--- src/hdl/lpr_pkg.sv ---
`timescale 1ns / 1ps
// ----------------------------------------------------------------------------
// LRU page replacement package
// Shared sizes, controller state type and controller-to-datapath command.
// ----------------------------------------------------------------------------
package lpr_pkg;

    localparam int MAX_FRAMES = 8;
    localparam int PAGE_BITS  = 16;

    // fixed port widths
    localparam int PAGE_IN_W = 16;
    localparam int CFG_W     = 4;
    localparam int FIDX_W    = 3;
    localparam int FAULT_W   = 16;

    // derived internal widths
    localparam int IDX_W  = (MAX_FRAMES > 1) ? $clog2(MAX_FRAMES) : 1;
    localparam int RANK_W = IDX_W;
    localparam int CNT_W  = $clog2(MAX_FRAMES + 1);
    localparam int CMP_W  = (CFG_W > CNT_W) ? CFG_W : CNT_W;

    localparam logic [RANK_W-1:0]  RANK_TOP    = RANK_W'(MAX_FRAMES - 1);
    localparam logic [FAULT_W-1:0] FAULT_MAX   = '1;
    localparam logic [CFG_W-1:0]   FRAMES_RST  = CFG_W'(8);

    typedef enum logic [0:0] {
        ST_IDLE,
        ST_UPDATE
    } t_lpr_state;

    typedef struct packed {
        logic lookup;
        logic update;
    } t_lpr_cmd;

endpackage

--- src/hdl/lpr_ctrl.sv ---
`timescale 1ns / 1ps
// ----------------------------------------------------------------------------
// LRU page replacement controller
// Two-state sequencer: lookup on the accepting edge, then the update state.
// ----------------------------------------------------------------------------
module lpr_ctrl
    import lpr_pkg::*;
(
    input  logic     i_clk,
    input  logic     i_rst_n,
    input  logic     i_start,
    output logic     o_busy,
    output t_lpr_cmd o_cmd
);

    t_lpr_state r_state;
    t_lpr_state n_state;

    always_ff @(posedge i_clk) begin
        if (!i_rst_n) begin
            r_state <= ST_IDLE;
        end else begin
            r_state <= n_state;
        end
    end

    always_comb begin
        n_state = r_state;
        unique case (r_state)
            ST_IDLE: begin
                if (i_start) begin
                    n_state = ST_UPDATE;
                end
            end
            ST_UPDATE: begin
                n_state = ST_IDLE;
            end
            default: begin
                n_state = ST_IDLE;
            end
        endcase
    end

    always_comb begin
        o_busy       = 1'b0;
        o_cmd.lookup = 1'b0;
        o_cmd.update = 1'b0;
        unique case (r_state)
            ST_IDLE: begin
                o_cmd.lookup = i_start;
            end
            ST_UPDATE: begin
                o_busy       = 1'b1;
                o_cmd.update = 1'b1;
            end
            default: begin
                o_busy = 1'b0;
            end
        endcase
    end

endmodule

--- src/hdl/lpr_datapath.sv ---
`timescale 1ns / 1ps
// ----------------------------------------------------------------------------
// LRU page replacement datapath
// Frame tags, valid bits, age ranks, fault counter and result registers.
// ----------------------------------------------------------------------------
module lpr_datapath
    import lpr_pkg::*;
(
    input  logic                 i_clk,
    input  logic                 i_rst_n,
    input  t_lpr_cmd             i_cmd,
    input  logic [PAGE_IN_W-1:0] i_page_number,
    input  logic                 i_cfg_we,
    input  logic [CFG_W-1:0]     i_cfg_frames_in_use,
    output logic                 o_strobe,
    output logic                 o_hit,
    output logic [FIDX_W-1:0]    o_frame_index,
    output logic [FAULT_W-1:0]   o_fault_count
);

    logic [PAGE_BITS-1:0] r_frame_page [MAX_FRAMES];
    logic [MAX_FRAMES-1:0] r_valid;
    logic [RANK_W-1:0]    r_rank [MAX_FRAMES];
    logic [FAULT_W-1:0]   r_fault;
    logic [CFG_W-1:0]     r_frames_in_use;

    // lookup results held for the update cycle
    logic                 r_hit;
    logic [IDX_W-1:0]     r_sel;
    logic [CNT_W-1:0]     r_limit;
    logic [PAGE_BITS-1:0] r_page;

    logic                 r_strobe;
    logic                 r_out_hit;
    logic [FIDX_W-1:0]    r_out_idx;
    logic [FAULT_W-1:0]   r_out_fault;

    logic [CMP_W-1:0]      w_active_n;
    logic [MAX_FRAMES-1:0] w_active;
    logic [PAGE_BITS-1:0]  w_page;
    logic [MAX_FRAMES-1:0] w_match;
    logic [MAX_FRAMES-1:0] w_empty;
    logic [IDX_W-1:0]      w_hit_idx;
    logic [IDX_W-1:0]      w_empty_idx;
    logic [IDX_W-1:0]      w_vic_idx;
    logic [RANK_W-1:0]     w_best;
    logic                  n_hit;
    logic [IDX_W-1:0]      n_sel;
    logic [CNT_W-1:0]      n_limit;
    logic [RANK_W-1:0]     n_rank [MAX_FRAMES];
    logic [FAULT_W-1:0]    n_fault;

    // clamp the register into 1..MAX_FRAMES
    always_comb begin
        if (r_frames_in_use == '0) begin
            w_active_n = CMP_W'(1);
        end else if (CMP_W'(r_frames_in_use) > CMP_W'(MAX_FRAMES)) begin
            w_active_n = CMP_W'(MAX_FRAMES);
        end else begin
            w_active_n = CMP_W'(r_frames_in_use);
        end
        for (int k = 0; k < MAX_FRAMES; k++) begin
            w_active[k] = CMP_W'(k) < w_active_n;
        end
    end

    assign w_page = PAGE_BITS'(i_page_number);

    always_comb begin
        for (int k = 0; k < MAX_FRAMES; k++) begin
            w_match[k] = w_active[k] && r_valid[k] && (r_frame_page[k] == w_page);
            w_empty[k] = w_active[k] && !r_valid[k];
        end
        // lowest index wins: scan downwards
        w_hit_idx   = '0;
        w_empty_idx = '0;
        for (int k = MAX_FRAMES - 1; k >= 0; k--) begin
            if (w_match[k]) begin
                w_hit_idx = IDX_W'(k);
            end
            if (w_empty[k]) begin
                w_empty_idx = IDX_W'(k);
            end
        end
        // oldest active frame, lowest index on ties
        w_best    = '0;
        w_vic_idx = '0;
        for (int k = 0; k < MAX_FRAMES; k++) begin
            if (w_active[k] && (r_rank[k] > w_best)) begin
                w_best    = r_rank[k];
                w_vic_idx = IDX_W'(k);
            end
        end
    end

    always_comb begin
        n_hit = |w_match;
        priority if (n_hit) begin
            n_sel   = w_hit_idx;
            n_limit = CNT_W'(r_rank[w_hit_idx]);
        end else if (|w_empty) begin
            n_sel   = w_empty_idx;
            n_limit = CNT_W'(MAX_FRAMES);
        end else begin
            n_sel   = w_vic_idx;
            n_limit = CNT_W'(r_rank[w_vic_idx]);
        end
    end

    // age frames younger than the limit, make the selected frame youngest
    always_comb begin
        for (int k = 0; k < MAX_FRAMES; k++) begin
            n_rank[k] = r_rank[k];
            if (IDX_W'(k) == r_sel) begin
                n_rank[k] = '0;
            end else if (w_active[k] && r_valid[k] && (CNT_W'(r_rank[k]) < r_limit)
                         && (r_rank[k] < RANK_TOP)) begin
                n_rank[k] = r_rank[k] + RANK_W'(1);
            end
        end
        n_fault = r_fault;
        if (!r_hit && (r_fault != FAULT_MAX)) begin
            n_fault = r_fault + FAULT_W'(1);
        end
    end

    always_ff @(posedge i_clk) begin
        if (!i_rst_n) begin
            r_valid         <= '0;
            r_fault         <= '0;
            r_frames_in_use <= FRAMES_RST;
            r_strobe        <= 1'b0;
            for (int k = 0; k < MAX_FRAMES; k++) begin
                r_rank[k] <= '0;
            end
        end else begin
            r_strobe <= i_cmd.update;
            if (i_cfg_we) begin
                r_frames_in_use <= i_cfg_frames_in_use;
            end
            if (i_cmd.update) begin
                for (int k = 0; k < MAX_FRAMES; k++) begin
                    r_rank[k] <= n_rank[k];
                end
                r_fault <= n_fault;
                if (!r_hit) begin
                    r_valid[r_sel] <= 1'b1;
                end
            end
        end
    end

    // payload registers, no reset
    always_ff @(posedge i_clk) begin
        if (i_cmd.lookup) begin
            r_hit   <= n_hit;
            r_sel   <= n_sel;
            r_limit <= n_limit;
            r_page  <= w_page;
        end
        if (i_cmd.update) begin
            if (!r_hit) begin
                r_frame_page[r_sel] <= r_page;
            end
            r_out_hit   <= r_hit;
            r_out_idx   <= FIDX_W'(r_sel);
            r_out_fault <= n_fault;
        end
    end

    assign o_strobe      = r_strobe;
    assign o_hit         = r_out_hit;
    assign o_frame_index = r_out_idx;
    assign o_fault_count = r_out_fault;

endmodule

--- src/hdl/lru_page_replacement_top.sv ---
`timescale 1ns / 1ps
// ----------------------------------------------------------------------------
// LRU page replacement, fully associative
// Eight page frames with least-recently-used replacement and fault count.
// ----------------------------------------------------------------------------
// Usage:
//   Reference channel: drive i_page_number and raise start; the transfer
//   happens at a rising edge where start is high and busy is low. The tag
//   compare, empty-frame search and victim pick run on that edge.
//   busy is then high for one update cycle, in which ranks, tags and the
//   fault counter are written.
//   Result: o_strobe is high for one cycle, registered from the update
//   state, with o_hit, o_frame_index and o_fault_count. The receiver cannot
//   stall; a result is taken at the edge that ends its strobe cycle.
//   A new reference is not taken during the update cycle, while busy is
//   high; it may be accepted in the cycle its predecessor's result is shown.
//   Configuration: i_cfg_frames_in_use is written when i_cfg_valid and
//   o_cfg_ready are high; o_cfg_ready is always high. Write only while idle.
//   Reset: synchronous, active low; empties all frames, clears ranks and the
//   fault count and sets frames in use to eight.
// ----------------------------------------------------------------------------
module lru_page_replacement_top
    import lpr_pkg::*;
(
    input  logic                 i_clk,
    input  logic                 i_rst_n,
    input  logic                 start,
    output logic                 busy,
    input  logic [PAGE_IN_W-1:0] i_page_number,
    input  logic                 i_cfg_valid,
    output logic                 o_cfg_ready,
    input  logic [CFG_W-1:0]     i_cfg_frames_in_use,
    output logic                 o_strobe,
    output logic                 o_hit,
    output logic [FIDX_W-1:0]    o_frame_index,
    output logic [FAULT_W-1:0]   o_fault_count
);

    t_lpr_cmd w_cmd;

    assign o_cfg_ready = 1'b1;

    lpr_ctrl u_ctrl (
        .i_clk   (i_clk),
        .i_rst_n (i_rst_n),
        .i_start (start),
        .o_busy  (busy),
        .o_cmd   (w_cmd)
    );

    lpr_datapath u_datapath (
        .i_clk               (i_clk),
        .i_rst_n             (i_rst_n),
        .i_cmd               (w_cmd),
        .i_page_number       (i_page_number),
        .i_cfg_we            (i_cfg_valid),
        .i_cfg_frames_in_use (i_cfg_frames_in_use),
        .o_strobe            (o_strobe),
        .o_hit               (o_hit),
        .o_frame_index       (o_frame_index),
        .o_fault_count       (o_fault_count)
    );

endmodule

--- config.mk ---
export PLATFORM = sky130hd
export DESIGN_NAME = lru_page_replacement_top
export DESIGN_NICKNAME = d
export VERILOG_FILES = /design/src/hdl/lpr_pkg.sv /design/src/hdl/lpr_ctrl.sv /design/src/hdl/lpr_datapath.sv /design/src/hdl/lru_page_replacement_top.sv
export SDC_FILE = /design/constraint.sdc
export NUM_CORES = 1
export LEC_CHECK = 0
export ABC_CLOCK_PERIOD_IN_PS = 13600
export BUFFER_PORTS_ARGS = -buffer_cell sky130_fd_sc_hd__buf_2
export CORE_MARGIN = 4
export CORE_UTILIZATION = 35
export CTS_BUF_LIST = sky130_fd_sc_hd__clkbuf_8 sky130_fd_sc_hd__clkbuf_16
export DETAILED_ROUTE_END_ITERATION = 16
export RECOVER_POWER = 100
export SETUP_SLACK_MARGIN = 0.15
export SLEW_MARGIN = 0
export SYNTH_ARGS = -nofsm -noshare
export SYNTH_HDL_FRONTEND = slang
export SYNTH_HIERARCHICAL = 1
export SYNTH_SLANG_ARGS = --single-unit
--- constraint.sdc ---
create_clock -name i_clk -period 13.6 [get_ports i_clk]
set_input_delay 2.72 -clock i_clk [delete_from_list [all_inputs] [get_ports i_clk]]
set_output_delay 2.72 -clock i_clk [all_outputs]
set_load 0.05 [all_outputs]
### Yosys cells after proc, flatten, opt, wreduce, memory -nomap -nowiden

Memory sizes are Yosys's and may differ from the RTL's.
Index checks and enable logic that the tools add are counted.

| word-level totals | value |
|---|---|
| register bits | 74 |
| latch bits | 0 |
| memory bits (writable) | 152 |
| bits in read-only memories | 0 |
| input bits | 24 |
| output and inout port bits | 23 |
| logic and storage cells | 224 |
| memories kept | 2 |

Memory list:

| name | words | width | read ports | clocked after Yosys merged registers in | wr ports | RTL line | RTL |
|---|---|---|---|---|---|---|---|
| u_datapath.r_frame_page | 8 | 16 | 8 | 0 | 1 | lpr_datapath.sv:21 | `logic [PAGE_BITS-1:0] r_frame_page [MAX_FRAMES];` |
| u_datapath.r_rank | 8 | 3 | 10 | 0 | 8 | lpr_datapath.sv:23 | `logic [RANK_W-1:0] r_rank [MAX_FRAMES];` |

| operators by class | value |
|---|---|
| add/sub/neg operators | 9 |
| multipliers | 0 |
| divide/modulo/power cells | 0 |
| $lt $le $gt $ge | 35 |
| eq/ne operators | 16 |
| shift operators | 0 |
| muxes and demuxes | 74 |
| bitwise gates (word level) | 11 |
| reduce and logical (&&, ||, !) cells | 64 |

Operators with widths:

| operator | number |
|---|---|
| 3-bit two-way mux | 54 |
| 16-bit equality test | 8 |
| 1-bit logical AND | 50 |
| 3-bit by 4-bit < comparator with 1-bit output | 8 |
| 3-bit by 1-bit adder with 3-bit output, second input constant | 8 |
| 3-bit < comparator, second input constant | 8 |
| 3-bit > comparator | 7 |
| 16-bit by 1-bit adder with 16-bit output, second input constant | 1 |
| 3-bit by 4-bit < comparator with 1-bit output, first input constant | 4 |
| 16-bit two-way mux | 1 |
| 16-bit != test, second input constant | 1 |
| 8-bit OR reduction | 2 |
| 3-bit equality test, first input constant | 4 |
| 1-bit two-way mux | 12 |
| 4-bit two-way mux | 3 |
| 1-bit logical NOT | 9 |
| 1-bit by 4-bit < comparator with 1-bit output, first input constant | 2 |
| 2-bit by 4-bit < comparator with 1-bit output, first input constant | 2 |
| 1-bit bitwise OR | 8 |
| 8-bit bitwise OR | 1 |
| 2-bit by 3-bit equality test with 1-bit output, first input constant | 2 |
| 4-bit > comparator, second input constant | 1 |
| 4-bit logical NOT | 1 |
| 3-bit by 4-bit < comparator with 1-bit output, second input constant | 1 |
| 9 further kinds | 11 |

### Longest topological paths before layout

An unclocked memory read counts as a cell.

| logic depth | value |
|---|---|
| word-level depth | 30 |
| mapped depth | 54 |
| depth with buffers taken out | 53 |

### By module

Netlist, hierarchy kept.

Modules (own cells, without submodules):

| module | instances | cells each | area each (um2) | seq. area each (um2) |
|---|---|---|---|---|
| lpr_datapath | 1 | 989 | 11,637.4 | 6,466.2 |
| lpr_ctrl | 1 | 5 | 50.0 | 20.0 |
| lru_page_replacement_top | 1 | 2 | 11.3 | 0.0 |

### Least setup slack after synthesis

OpenSTA, ideal clock, no wires.

| timing | value |
|---|---|
| path type | flip-flop to flip-flop |
| start point | memory u_datapath/r_rank[0][0] in the netlist's numbering |
| end point | register u_datapath.r_limit[0], data pin |
| setup time | 148 ps |
| arrival time | 10,268 ps |
| data required time | 13,452 ps |
| slack | 3,184 ps |
| stages on the path, launching flop included | 52 |
| path buffers | 1 |
| period minus slack after synthesis | 10,416 ps |
| cells stage by stage | edfxtp_1 inv_1 ha_1 a21oi_1 inv_1 ha_1 nand3b_1 and2_1 nor2_1 mux2_2 ha_1 nor2_1 o211a_1 o31ai_1 mux2_2 ha_1 nor2_1 a31o_2 [16 not listed] ha_1 nor2b_1 o21a_1 o21ai_0 buf_4 mux2_4 ha_1 nand3_1 nand2_1 a21oi_1 inv_1 nand2_1 inv_1 nand3_1 a211oi_1 a311o_1 a31o_1 a2bb2oi_1 |

RTL lines:

| what | RTL line | RTL |
|---|---|---|
| from (decl) | lpr_datapath.sv:23 |  |
| to (signal assigned) | lpr_datapath.sv:158 | `r_limit <= n_limit;` |
| to (decl) | lpr_datapath.sv:30 | `logic [CNT_W-1:0] r_limit;` |

==> flow_summary.toml <==
[route]
vias_per_cell = 5.181
drt_wl_total_um = 28700
first_iter_violations = 588
drt-wirelength-per-cell_um = 19.28
postRouteAntennaNets = 0
first_pass_iters = 5
vias = 7710
drc = 0

[setup_path]
critPathSlowestCell = "nor3_1"
r2r_start = "u_datapath/r_rank[0][0]"
rr_worst_depth = 52
crit_path_start_kind = "flop"
cp_max_fo = 12
rrSetupSlack_ns = 1.55
r2r_end = "u_datapath/r_limit[0]"
crit_path_end = "u_datapath/r_limit[0]"
crit_required_ns = 13.98
cp_common_cell = "ha_1"
cp.arrival_ns = 12.42
max_stage_delay_ns = 0.55
end_kind = "flop"
critPathKind = "flop to flop"
startpoint = "u_datapath/r_rank[0][0]"

[sta]
setup_tns_ns = 0
rsz0062_at_grt = "no"
fmax_mhz = 83.02
hold_slack_ns = 0.5019
final_hold_viol_count = 0
setup_viol_count_final = 0
finalCritPeriodShare_pct = 88.57
worst_slew_pin_slew_ns = 2.316
period_minus_slack_ns = 12.05
relSlewSlack_pct = -54.42
finClkSkew_ns = 0.02413
slew_viol_final = 203

[global_route]
grt_max_degree = 46
grt_pass1_vias = 7528
antenna_found_initial = 0
grt_usage_pct = 15.58
grt_pass1_wl_um = 44510
grt_overflow = 0

[layout]
fill_cells = 3174
diodes = 0
layout.nets = 1091
syn_to_final_growth_pct = 11.29
drive_gt1_share_pct = 6.023
design_area_mm2 = 0.01302
fin_util_pct = 39.71

[synth]
syn_area_per_cell_um2 = 11.75
yosysSeqAreaShare_pct = 55.44
async_flop_share_pct = 0
synth_nets = 1059
netlist_instances = 996
ys.warnings.count = 6
syn_area_mm2 = 0.01170
synth_edf_count = 196
ys_ff_latch = 226
synth.distinct_cells = 83
ys.flop_type = "edfxtp_1"

[cts]
cts_hold_buf = 0
post_cts_buffers = 0
cts_resized = 0
clock_path_buffers = 3
cts.sinks = 226
cts_made_buffers = 25
clk_latency_ns = 0.54
clk_pin_slew_worst_paths_ns = 0.06
htreeDepth = 1
clockRootBuffer = "clkbuf_16"
cts_tree = "built"

[power_and_ir_drop]
p_total_mw = 1.680
worst_ir_drop_vdd_uv = 113.2
leakagePower_nw = 4.547
powerDensity_mw_per_mm2 = 129.0

[outcome]
violations = "max-capacitance violations, max-slew violations"
status = "finished, violations left"

[die]
die_area_mm2 = 0.03641
row_count = 66
pin_count = 47
die_h_um = 190.8
core-area_mm2 = 0.03278
dieWidth_um = 190.8
start_util_pct = 35.68

[place]
io_buffers = 45
placed_cell_area_mm2 = 0.01232
hpwl_um = 20090
gp_congestion = 0.8974

[job]
maxCapViolations = 8

[hold_path]
hp-class = "flop to flop"
## worst min path at each step
stage                                   to  depth (start not counted)                   start  slack, ns
2_1_floorplan  u_datapath/o_frame_index[0]                          0     u_datapath/r_sel[0]       0.42
3_3_place_gp        u_datapath/r_fault[13]                          2  u_datapath/r_fault[13]       0.47
3_5_place_dp         u_datapath/r_valid[5]                          1   u_datapath/r_valid[5]       0.49
4_1_cts             u_datapath/r_fault[13]                          2  u_datapath/r_fault[13]       0.50
5_1_grt              u_datapath/r_valid[5]                          1   u_datapath/r_valid[5]       0.55
6_report            u_datapath/r_fault[13]                          2  u_datapath/r_fault[13]       0.50
## flip-flops by register name, summed over array words and instances (netlist names), 3 cells and up
name and count:
u_datapath/r_frames_in_use 4, u_datapath/r_valid 8, u_datapath/r_rank 24, u_datapath/r_sel 3
u_datapath/r_frame_page 128, u_datapath/r_limit 4, u_datapath/r_fault 16, u_datapath/o_fault_count 16
u_datapath/o_frame_index 3, u_datapath/r_page 16
## critical path, delay by kind of cell (launching register included)
kind	cells	cell delay (ns)
compound gates	16	3.33
buf+inv	5	0.91
simple gates	18	3.27
flops	1	0.40
mux	4	1.40
fa+ha+maj	9	2.57
## cell usage in the layout, fill, tap and decap left out, drive strengths merged, types with 13 or more instances in the layout
master	Yosys	routed
nor2	63	63
ha	39	39
a21o	15	15
nand3	31	31
edfxtp	196	196
inv	26	36
nand2	95	95
nor4	20	20
a31oi	13	13
clkbuf	34	70
xnor2	78	78
a21oi	28	28
and3	14	14
mux2i	24	24
o21ai	33	33
nor2b	13	13
nand4	17	17
xor2	84	84
dfxtp	30	30
and2	18	18
nor3	18	18
## report_power, final
group / internal, mW / leakage [nW] / total, mW / switching (mW)
sequential: 0.770 / 2.07 / 0.795 / 0.0244
combinational: 0.0854 / 2.06 / 0.224 / 0.138
clock: 0.391 / 0.421 / 0.661 / 0.270
## per-stage QoR
step | setup slack, ns | cells
2_1_floorplan | 3.184 | 996
3_3_place_gp | 2.558 | 1443
3_5_place_dp | 2.211 | 1443
4_1_cts | 2.154 | 1488
5_1_grt | 0.5890 | 1488
6_report | 1.555 | 1488
## layer usage
| layer | wire length [µm] | vias up | share of wire, % | track usage [%] |
|---|---|---|---|---|
| li1 | - | 3687 | - | - |
| met1 | 12890 | 3739 | 45 | 21.67 |
| met2 | 13620 | 232 | 47 | 26.12 |
| met3 | 1512 | 52 | 5.3 | 1.904 |
| met4 | 679 | 0 | 2.4 | 3.729 |
| met5 | 0 | - | 0 | 0 |
## layout make-up
type / instances / area (µm²) / area share, %
multi-input combinational: 697 / 4875 / 37.44
sequential: 226 / 6486 / 49.82
clock buffer: 25 / 625.6 / 4.805
timing repair buffer: 52 / 206.4 / 1.586
inverter: 26 / 97.59 / 0.7496
clock inverter: 20 / 176.4 / 1.355
tap: 442 / 553.0 / 4.248
## synth_stat cells (all sizes together), types with 20 or more instances
master	n	area share [%]
ha	39	4.2
xor2	84	6.3
dfxtp	30	5.1
a21oi	28	1.3
nor2	63	2.1
xnor2	78	5.8
clkbuf	34	1.1
inv	26	0.83
nor4	20	1.1
mux2i	24	2.1
edfxtp	196	50
nand2	95	3.0
nand3	31	1.3
o21ai	33	1.5
## logic make-up after synthesis
kind of cell / share of synthesized area (%)
buffers and inverters: 2.866
other: 0.03205
flip-flops: 55.44
adder cells (fa/ha/maj): 4.460
AO/OA/AOI/OAI: 9.027
XOR/XNOR: 12.13
multiplexers: 2.888
AND/OR/NAND/NOR: 13.16
No activity file was read; power rests on OpenSTA's default activity.
